File: config.mk
export PLATFORM = sky130hd
export DESIGN_NAME = ipv6_neighbor_cache_core
export DESIGN_NICKNAME = d
export VERILOG_FILES = /design/src/sv/nc_pkg.sv /design/src/sv/nc_entry_eval.sv /design/src/sv/ipv6_neighbor_cache_core.sv
export SDC_FILE = /design/constraint.sdc
export NUM_CORES = 2
export LEC_CHECK = 0
export BUFFER_PORTS_ARGS = -buffer_cell sky130_fd_sc_hd__buf_2
export CAP_MARGIN = 20
export CELL_PAD_IN_SITES_DETAIL_PLACEMENT = 0
export CELL_PAD_IN_SITES_GLOBAL_PLACEMENT = 1
export CORE_UTILIZATION = 56
export DETAILED_ROUTE_END_ITERATION = 16
export PLACE_DENSITY_LB_ADDON = 0.1
export SLEW_MARGIN = 20
export SYNTH_ARGS = -nofsm -noshare
export SYNTH_HDL_FRONTEND = slang
export SYNTH_SLANG_ARGS = --single-unit
File: constraint.sdc
create_clock -name clk -period 17.3 [get_ports clk]
set_input_delay 0.865 -clock clk [delete_from_list [all_inputs] [get_ports clk]]
set_output_delay 0.865 -clock clk [all_outputs]
set_load 0.02 [all_outputs]
File: src/sv/nc_pkg.sv
package nc_pkg;

    localparam int NEIGHBOR_ENTRIES = 16;
    localparam int IDX_W = (NEIGHBOR_ENTRIES > 1) ? $clog2(NEIGHBOR_ENTRIES) : 1;
    localparam int CNT_W = $clog2(NEIGHBOR_ENTRIES + 1);

    localparam logic [1:0] REQ_UPDATE = 2'd0;
    localparam logic [1:0] REQ_LOOKUP = 2'd1;
    localparam logic [1:0] REQ_TICK   = 2'd2;

    localparam logic [1:0]  STATE_STALE     = 2'd2;
    localparam logic [30:0] STALE_AGE_RESET = 31'd30000;

    typedef struct packed {
        logic [1:0]  req_type;
        logic [63:0] address_high;
        logic [63:0] address_low;
        logic [47:0] mac_in;
        logic [1:0]  neighbor_state;
        logic [31:0] now;
    } nc_req_t;

    typedef struct packed {
        logic        status;
        logic [47:0] mac_out;
    } nc_rsp_t;

    typedef struct packed {
        logic [63:0] address_high;
        logic [63:0] address_low;
        logic [47:0] mac;
        logic [1:0]  state;
        logic [31:0] updated;
    } nc_entry_t;

    typedef struct packed {
        logic match;
        logic stale;
        logic older;
    } nc_eval_t;

    typedef enum logic [1:0] {
        ST_IDLE,
        ST_SCAN,
        ST_FINISH
    } nc_state_t;

endpackage

File: src/sv/nc_entry_eval.sv
module nc_entry_eval (
    input  nc_pkg::nc_entry_t entry,
    input  logic              active,
    input  logic [63:0]       address_high,
    input  logic [63:0]       address_low,
    input  logic [31:0]       now,
    input  logic [31:0]       oldest,
    input  logic [30:0]       stale_age,
    output nc_pkg::nc_eval_t  eval
);

    logic [31:0] age;
    logic [31:0] diff;

    assign age  = now - entry.updated;
    assign diff = entry.updated - oldest;

    always_comb
    begin
        eval.match = active && (entry.address_high == address_high) &&
                     (entry.address_low == address_low);
        // A negative age in the signed wrap sense never makes an entry stale.
        eval.stale = active && !age[31] && (age[30:0] >= stale_age);
        eval.older = diff[31];
    end

endmodule

File: src/sv/ipv6_neighbor_cache_core.sv
// IPv6 neighbor cache with oldest-entry replacement.
// A request transaction is taken at a rising edge where start is high and busy is low;
// req carries the request type, address, MAC, state and time.  Every request gives
// exactly one result transaction: result_valid is high for one cycle with result.
// The receiver cannot stall, so results are never held back.
// Update, lookup and tick requests scan all NEIGHBOR_ENTRIES entries through the
// single read port of the entry memory, one entry per cycle, with a registered read;
// a tick writes stale entries back behind the read as it goes. The result is
// registered from the finish state, and busy stays high through the scan and the
// finish state, so the next request is taken only once the previous one is done.
// A rejected update or an unknown request type gives its result in the next cycle
// and leaves the block idle. The user must write stale_age through cfg_we/cfg_wdata
// only while the block is idle; the block does not enforce this. Reset marks every
// entry inactive through per-entry valid flip-flops, clears the current time and
// loads stale_age with 30000; no clearing pass is needed.
module ipv6_neighbor_cache_core (
    input  logic            clk,
    input  logic            rst_n,
    input  logic            start,
    output logic            busy,
    input  nc_pkg::nc_req_t req,
    output logic            result_valid,
    output nc_pkg::nc_rsp_t result,
    input  logic            cfg_we,
    input  logic [30:0]     cfg_wdata
);

    localparam int N = nc_pkg::NEIGHBOR_ENTRIES;
    localparam int IW = nc_pkg::IDX_W;
    localparam int CW = nc_pkg::CNT_W;

    nc_pkg::nc_state_t state_reg, state_next;

    nc_pkg::nc_entry_t mem [N];
    nc_pkg::nc_entry_t rdata_reg;

    logic [N-1:0]   active_reg;
    logic [CW-1:0]  rd_cnt_reg;
    logic           chk_vld_reg;
    logic [IW-1:0]  chk_idx_reg;
    logic           found_reg;
    logic           free_found_reg;
    logic [IW-1:0]  found_idx_reg;
    logic [IW-1:0]  free_idx_reg;
    logic [IW-1:0]  old_idx_reg;
    logic [31:0]    oldest_reg;
    logic [47:0]    found_mac_reg;
    logic [31:0]    current_time_reg;
    logic [30:0]    stale_age_reg;
    nc_pkg::nc_req_t req_reg;
    logic           result_valid_reg;
    nc_pkg::nc_rsp_t result_reg;

    logic           accept;
    logic           req_ok;
    logic           rd_en;
    logic [IW-1:0]  rd_idx;
    logic           mem_we;
    logic [IW-1:0]  mem_waddr;
    nc_pkg::nc_entry_t mem_wdata;
    logic [IW-1:0]  target_idx;
    logic           last_chk;
    nc_pkg::nc_eval_t ev;

    nc_entry_eval u_eval (
        .entry        (rdata_reg),
        .active       (active_reg[chk_idx_reg]),
        .address_high (req_reg.address_high),
        .address_low  (req_reg.address_low),
        .now          (req_reg.now),
        .oldest       (oldest_reg),
        .stale_age    (stale_age_reg),
        .eval         (ev)
    );

    assign accept = start && !busy;
    assign rd_idx = rd_cnt_reg[IW-1:0];
    assign last_chk = chk_vld_reg && (chk_idx_reg == IW'(N - 1));
    assign target_idx = found_reg ? found_idx_reg :
                        (free_found_reg ? free_idx_reg : old_idx_reg);

    // Lookups and ticks always scan; updates scan only if MAC and address pass.
    always_comb
    begin
        case (req.req_type)
            nc_pkg::REQ_UPDATE:
                req_ok = !req.mac_in[40] && (req.mac_in != 48'd0) &&
                         !((req.address_high == 64'd0) && (req.address_low == 64'd0)) &&
                         (req.address_high[63:56] != 8'hFF);
            nc_pkg::REQ_LOOKUP: req_ok = 1'b1;
            nc_pkg::REQ_TICK:   req_ok = 1'b1;
            default:            req_ok = 1'b0;
        endcase
    end

    always_comb
    begin
        state_next = state_reg;
        case (state_reg)
            nc_pkg::ST_IDLE:
                if (accept && req_ok)
                    state_next = nc_pkg::ST_SCAN;
            nc_pkg::ST_SCAN:
                if (last_chk)
                    state_next = nc_pkg::ST_FINISH;
            nc_pkg::ST_FINISH:
                state_next = nc_pkg::ST_IDLE;
            default:
                state_next = nc_pkg::ST_IDLE;
        endcase
    end

    always_comb
    begin
        busy      = 1'b0;
        rd_en     = 1'b0;
        mem_we    = 1'b0;
        mem_waddr = chk_idx_reg;
        mem_wdata = rdata_reg;
        case (state_reg)
            nc_pkg::ST_IDLE:
            begin
                busy = 1'b0;
            end
            nc_pkg::ST_SCAN:
            begin
                busy  = 1'b1;
                rd_en = (rd_cnt_reg < CW'(N));
                // The write-back trails the read, so it never meets the entry being read.
                mem_we = chk_vld_reg && (req_reg.req_type == nc_pkg::REQ_TICK) && ev.stale;
                mem_wdata.state = nc_pkg::STATE_STALE;
            end
            nc_pkg::ST_FINISH:
            begin
                busy      = 1'b1;
                mem_we    = (req_reg.req_type == nc_pkg::REQ_UPDATE);
                mem_waddr = target_idx;
                mem_wdata.address_high = req_reg.address_high;
                mem_wdata.address_low  = req_reg.address_low;
                mem_wdata.mac          = req_reg.mac_in;
                mem_wdata.state        = req_reg.neighbor_state;
                mem_wdata.updated      = current_time_reg;
            end
            default:
            begin
                busy = 1'b1;
            end
        endcase
    end

    always_ff @(posedge clk)
    begin
        if (mem_we)
            mem[mem_waddr] <= mem_wdata;
    end

    always_ff @(posedge clk)
    begin
        if (rd_en)
            rdata_reg <= mem[rd_idx];
    end

    always_ff @(posedge clk or negedge rst_n)
    begin
        if (!rst_n)
        begin
            state_reg        <= nc_pkg::ST_IDLE;
            active_reg       <= '0;
            rd_cnt_reg       <= '0;
            chk_vld_reg      <= 1'b0;
            found_reg        <= 1'b0;
            free_found_reg   <= 1'b0;
            result_valid_reg <= 1'b0;
            current_time_reg <= 32'd0;
            stale_age_reg    <= nc_pkg::STALE_AGE_RESET;
        end
        else
        begin
            state_reg        <= state_next;
            chk_vld_reg      <= rd_en;
            result_valid_reg <= (accept && !req_ok) || (state_reg == nc_pkg::ST_FINISH);
            if (cfg_we)
                stale_age_reg <= cfg_wdata;
            if (rd_en)
                rd_cnt_reg <= rd_cnt_reg + CW'(1);
            if (accept)
            begin
                rd_cnt_reg     <= '0;
                found_reg      <= 1'b0;
                free_found_reg <= 1'b0;
                if (req.req_type == nc_pkg::REQ_TICK)
                    current_time_reg <= req.now;
            end
            if (chk_vld_reg)
            begin
                if (ev.match)
                    found_reg <= 1'b1;
                if (!active_reg[chk_idx_reg])
                    free_found_reg <= 1'b1;
            end
            if ((state_reg == nc_pkg::ST_FINISH) && mem_we)
                active_reg[target_idx] <= 1'b1;
        end
    end

    always_ff @(posedge clk)
    begin
        if (accept)
        begin
            req_reg           <= req;
            result_reg.status <= 1'b1;
            result_reg.mac_out <= 48'd0;
        end
        if (rd_en)
            chk_idx_reg <= rd_idx;
        if (chk_vld_reg)
        begin
            if (ev.match && !found_reg)
            begin
                found_idx_reg <= chk_idx_reg;
                found_mac_reg <= rdata_reg.mac;
            end
            if (!active_reg[chk_idx_reg] && !free_found_reg)
                free_idx_reg <= chk_idx_reg;
            // Oldest search in signed wrap order, starting from entry zero.
            if ((chk_idx_reg == IW'(0)) || ev.older)
            begin
                old_idx_reg <= chk_idx_reg;
                oldest_reg  <= rdata_reg.updated;
            end
        end
        if (state_reg == nc_pkg::ST_FINISH)
        begin
            if (req_reg.req_type == nc_pkg::REQ_LOOKUP)
            begin
                result_reg.status  <= !found_reg;
                result_reg.mac_out <= found_reg ? found_mac_reg : 48'd0;
            end
            else
            begin
                result_reg.status  <= 1'b0;
                result_reg.mac_out <= 48'd0;
            end
        end
    end

    assign result_valid = result_valid_reg;
    assign result       = result_reg;

    a_strobe_idle: assert property (@(posedge clk) disable iff (!rst_n)
        result_valid |-> !busy)
        else $error("result strobe while a request is in progress");

    a_finish_result: assert property (@(posedge clk) disable iff (!rst_n)
        (state_reg == nc_pkg::ST_FINISH) |=> result_valid)
        else $error("finished request produced no result");

    a_tick_time: assert property (@(posedge clk) disable iff (!rst_n)
        (accept && (req.req_type == nc_pkg::REQ_TICK)) |=> (current_time_reg == $past(req.now)))
        else $error("tick did not load the current time");

    a_scan_write: assert property (@(posedge clk) disable iff (!rst_n)
        ((state_reg == nc_pkg::ST_SCAN) && mem_we) |-> (req_reg.req_type == nc_pkg::REQ_TICK))
        else $error("entry written during a scan other than a tick");

endmodule

Word-level counts from Yosys, hierarchy flattened. Memories as Yosys holds them, arrays and structs flattened. A register that Yosys moved wholly into a read port is not among the register bits. Index checks and enable logic that the tools add are counted.

Register bits after elaboration: 447. Memory bits (writable): 3360. Input bits: 247. Output and inout bits: 51. Memories: 1.

$add $sub $neg: 3. Order comparisons: 5. Equality and inequality tests: 12. Multiplexer cells: 31. Bitwise operators: 1. Reductions and logical operators: 42.

Memories: mem (words 16, width 210, rd ports 1, clocked after memory_dff 1, write ports 1, line ipv6_neighbor_cache_core.sv:34) `nc_pkg::nc_entry_t mem [N];`.

Operators by type and width (count): $mux W176 (1); $mux W49 (3); $eq A64 B64 Y1 (2); $logic_not A64 Y1 (2); $sub A32 B32 Y32 (2); $mux W48 (1); $reduce_bool A48 Y1 (1); $mux W32 (1); $ge A31 B31 Y1 (1); $logic_and A1 B1 Y1 (18); $or A16 B16 Y16 (1); $mux W1 (12); $mux W4 (3); $lt A4 B5 Y1 const B (2); $mux W5 (2); $reduce_and A2 Y1 (5); $ne A8 B8 Y1 const B (1); $pmux W2 S2 (2); $logic_not A1 Y1 (7); $eq A2 B1 Y1 const B (3); $eq A2 B2 Y1 const B (3); $logic_not A2 Y1 (3); $add A5 B1 Y5 const B (1); $lt A5 B5 Y1 const B (1); other kinds (12) (16).

Depth between registers and ports, before layout.
Depth after elaboration: 9. Mapped depth: 21. Depth with buffers taken out: 20.

Modules after synthesis. From an unflattened synthesis, not the netlist that was laid out.

Cell total of the unflattened synthesis: 6576. Area total of the unflattened synthesis: 154958.6 µm².

Modules (own cells, without submodules): ipv6_neighbor_cache_core (instances 1, cells an instance 5876, area each 150010.1 µm², seq. area each 120184.0 µm²); nc_entry_eval (instances 1, cells an instance 700, area each 4948.5 µm², seq. area each 0.0 µm²).

Worst setup path after synthesis. OpenSTA, ideal clock, no wires.

Path type: reg-to-reg. Start point: reg rdata_reg[0] (netlist name). End point: mem mem[0][0] (netlist bit) (enable). Library setup time: 780 ps. Arrival: 12484 ps. Data required time: 16520 ps. Slack: 4036 ps. Cell stages (with the launch flop): 20. Buffers on the path: 0. Period minus slack after synthesis: 13264 ps. Cells stage by stage: edfxtp_1 -> ha_1 -> fa_1 -> nor2b_1 -> o211ai_1 -> a211oi_1 -> o311a_1 -> a31o_2 -> a31oi_1 -> o21a_1 -> xnor2_1 -> ha_1 -> nand4_1 -> or2_2 -> or3_1 -> a21oi_1 -> o31ai_4 -> inv_4 -> a31oi_4 -> nor2_1.

Cells in the longest elaborated chain, start to end: 8. Elaborated cells between the ends (all ways): 9.

RTL lines: $sub A32 B32 Y32 * (line nc_entry_eval.sv:15) `assign age = now - entry.updated;`; parallel branches: the longest is 2 deep, another holds $ge A31 B31 Y1; $logic_and A1 B1 Y1 * (line nc_entry_eval.sv:23) `eval.stale = active && !age[31] && (age[30:0] >= stale_age);`; $logic_and A1 B1 Y1 * (line ipv6_neighbor_cache_core.sv:130) `mem_we = chk_vld_reg && (req_reg.req_type == nc_pkg::REQ_TICK) && ev.stale;`; $pmux W1 S2 * (line ipv6_neighbor_cache_core.sv:120) `case (state_reg)`; $mux W1 * (line ipv6_neighbor_cache_core.sv:153) `if (mem_we)`; $mux W1 (implied by the code) * (line ipv6_neighbor_cache_core.sv:154) `mem[mem_waddr] <= mem_wdata;`; to (decl) (line ipv6_neighbor_cache_core.sv:34).

Mark *: on every way between the ends.

Final worst setup path.
Start point: reg rdata_reg[1] (netlist name). End point: mem mem[3][102] (netlist bit) (enable).

Cells in the longest elaborated chain, start to end: 8. Elaborated cells between the ends (all ways): 9.

RTL lines (line): $sub A32 B32 Y32 * (nc_entry_eval.sv:15); parallel branches: the longest is 2 deep, another holds $ge A31 B31 Y1; $logic_and A1 B1 Y1 * (nc_entry_eval.sv:23); $logic_and A1 B1 Y1 * (ipv6_neighbor_cache_core.sv:130); $pmux W1 S2 * (ipv6_neighbor_cache_core.sv:120); $mux W1 * (ipv6_neighbor_cache_core.sv:153); $mux W1 (implied by the code) * (ipv6_neighbor_cache_core.sv:154).

Marked as above.

==> metrics.md <==
| Metric | Value |
|---|---|
| Status | finished, final reports clean |
| Die Y | between 500 and 600 um |
| Max Fanout on Critical Path | 46 |
| Via density | around 6.4 |
| Setup Fix Bufs, Post-CTS | 0 |
| Power per cell area | between 100 and 150 nW/um2 |
| Share of cells above drive strength 1 | between 30 and 40% |
| PostCTS Resize Cnt | 0 |
| Pin count of the biggest net entering global routing | approximately 140 |
| Initial Util | between 50% and 60% |
| Final setup fails | 0 |
| I/O pin count | roughly 300 |
| GRT Util Overall | between 20 and 30% |
| IO buf count | between 200 and 300 |
| Rows | between 150 and 200 |
| DIE WIDTH | ~520 um |
| Crit path DAT | about 9.1 ns |
| Worst min-delay path class | in2reg |
| WS Path Type | reg2reg |
| Global route total overflow | 0 |
| Endpoint, Worst Hold | req_reg[73]$_DFFE_PP_ |
| 1st-iter DRT viols | between 7000 and 8000 |
| Clock Pin Slew Worst Setup and Hold Paths | around 0.060 ns |
| End of the worst register-to-register path | mem[3][102]$_DFFE_PP_ |
| Syn Inst Count | about 6600 |
| FMAX | between 100 and 150 MHz |
| Synth Flop Type | edfxtp_1 |
| Crit path required time | between 15 and 20 ns |
| LEAKAGE | 47.8 nW |
| Worst Clk Skew | a little over 0.05 ns |
| Yosys warns | 0 |
| Core Region | between 200000 and 300000 um2 |
| Slew margin rel. | between 20 and 25% |
| Most frequent cells after synthesis | edfxtp_1, mux4_2, clkbuf_1 |
| Hold Buf Count CTS | 1 |
| Ranking of synthesized cells by area | edfxtp_1, mux4_2, mux2_2, dfrtp_1, ha_1 |
| Post-synth EDFFs | approximately 3900 |
| Wirelength, routed | 368000 um |
| R2R depth | 24 |
| Sequential-to-total area share from yosys stat | between 70% and 80% |
| Final hold violation count | 0 |
| Net count reported at finish | 7536 |
| CP startpoint kind | register |
| DP Wirelength | 194000 um |
| Most common cell in the netlist | edfxtp_1 |
| Clk_lat worst skew | 0.96 ns |
| Crit share post-route | a little under 50% |
| Post-synthesis net count | approximately 7000 |
| Gpl congestion | between 0.8 and 0.9 |
| CTS max path bufs | 4 |
| Largest register FFs | approximately 3300 |
| Avg Inst Size Synth | 23.2 um2 |
| Hold path depth | 1 |
| Fin. max-slew vios | 0 |
| # H-tree levels | 5 |
| Tmin final | 8.57 ns |
| Reg2Reg Launch Point | rdata_reg[1]$_DFFE_PP_ |
| Vias in the first global route | ~73000 |
| Hold Startpoint | req[73] |
| Total CTS buffers | approximately 400 |
| Clock Sinks | ~4000 |
| Peak supply drop | ~0.096 mV |
| Seq cells post-synth | roughly 4000 |
| Initial antenna violation count | 20 |
| P&R area growth vs syn | 12.8% |
| Post-route ant nets | 0 |
| Ys async rst share | 2.26% |
| DRC | 0 |
| Die Area | between 200000 and 300000 um2 |
| Crit end category | register |
| Max-cap violations | 0 |
| First-pass GRT wire length | about 530000 um |
| Reg2Reg Setup Slack | 8.73 ns |
| Worst slew pin tran | 1.17 ns |
| Cell taking the most area after synthesis | edfxtp_1 |
| RSZ-0062 raised after global routing | false |
| DRT Pass-1 Iters | 6 |
| Cell Area, Synth | about 150000 um2 |
| TNS Setup | 0 ns |
| Yosys cell types | between 60 and 70 |
| CTS tree | yes |
| Routed vias | ~71000 |
| Per-cell routed wire length | approximately 33 um |
| Layout Utilization | 63.6% |
| Top-area cell type share of the netlist area | approximately three quarters |
| Root Driver | clkbuf_16 |
[worst max-delay path, cell delays in order (launching register included)]
cell and delay, ns:
edfxtp_1 0.43, inv_1 0.09, ha_1 0.29, nor2b_1 0.15, o31ai_1 0.42, a21oi_1 0.23
o21ai_0 0.62, a21oi_1 0.20, a31oi_1 0.31, o21ai_0 0.18, xnor2_1 0.18, ha_1 0.33
nand4_1 0.10, or2_2 0.29, or3_1 0.30, a21oi_1 0.25, o31ai_4 0.12, inv_4 0.08
a31oi_4 0.07, buf_4 0.29, nor2_4 0.16, buf_4 0.43, buf_4 0.77, buf_4 0.97
buf_4 0.68
[final cells by class]
cell class,instances,area (um2)
multi-input combinational,2176,32400
timing repair buffer,469,3030
fill,17971,98600
clock inverter,240,2520
clock buffer,482,10500
antenna,9,22.5
sequential,3981,119000
inverter,162,618
tap,3570,4470
[per-layer routing]
| metal | vias to the layer above | share of wire (%) | global-route usage, % |
|---|---|---|---|
| met5 | - | 0.019 | 0 |
| li1 | 29128 | - | - |
| met1 | 38831 | 41 | 39.0 |
| met3 | 514 | 7.4 | 4.07 |
| met2 | 2860 | 49 | 43.3 |
| met4 | 12 | 2.6 | 7.47 |
[per-stage QoR]
stage,hold WS [ns],total power [mW],std cells,cell area (um2),setup slack [ns]
4_1_cts,0.0292,19.2,11080,173000,8.72
2_1_floorplan,0.422,10.7,6607,153000,4.04
6_report,0.105,19.1,11089,173000,8.73
3_5_place_dp,0.431,10.7,10357,160000,8.73
3_3_place_gp,0.425,10.7,10357,160000,8.44
5_1_grt,0.0652,19.6,11083,173000,8.43
[cell usage in the layout, fill, tap and decap left out, drive strengths merged, types with 8 or more instances in the layout]
master	netlist	routed
nand2b	12	12
nor2	58	58
mux2i	9	9
buf	55	468
a21oi	45	45
clkinv	1	171
bufinv	0	43
edfxtp	3891	3891
ha	100	100
xor2	39	39
nor2b	12	12
and2	53	53
nor3	9	9
nand2	114	114
a211oi	9	9
xnor2	84	84
o21ai	109	109
diode	0	9
dfrtp	83	83
o22ai	12	12
and3	8	8
nand4	48	48
inv	161	173
a21o	19	19
mux2	196	196
clkbuf	233	482
clkinvlp	0	15
mux4	1045	1045
o31ai	22	22
nor4	64	64
nand3	30	30
[power breakdown]
group / leakage [nW] / internal [mW] / switching [mW] / total, mW
Combinational: 13.0 / 0.0317 / 0.0658 / 0.0975
Clock: 6.33 / 4.95 / 3.63 / 8.58
Sequential: 28.5 / 10.4 / 0.00183 / 10.4
Total: 47.8 / 15.4 / 3.69 / 19.1
[cells by family after synthesis]
logic type               after synthesis  share of synthesized area (%)
AO/OA/AOI/OAI                        280                           1.18
XOR/XNOR                             123                          0.704
adder cells (fa/ha/maj)              101                          0.831
buffers and inverters                450                           1.13
flip-flops                          3981                           77.8
multiplexers                        1250                           16.9
AND/OR/NAND/NOR                      422                           1.44
[how the worst max path moves through the flow]
| stage | from | to | slack (ns) | cells after the start |
|---|---|---|---|---|
| final | rdata_reg[1]$_DFFE_PP_ | mem[3][102]$_DFFE_PP_ | 8.73 | 24 |
| after global routing | rdata_reg[1]$_DFFE_PP_ | mem[3][98]$_DFFE_PP_ | 8.43 | 24 |
| after CTS | rdata_reg[1]$_DFFE_PP_ | mem[3][89]$_DFFE_PP_ | 8.72 | 24 |
| after detailed placement | rdata_reg[1]$_DFFE_PP_ | mem[3][120]$_DFFE_PP_ | 8.73 | 24 |
| after global placement | rdata_reg[1]$_DFFE_PP_ | mem[0][126]$_DFFE_PP_ | 8.44 | 23 |
| after floorplan | rdata_reg[0]$_DFFE_PP_ | mem[0][0]$_DFFE_PP_ | 4.04 | 19 |
No activity file was read; power rests on OpenSTA's default activity.
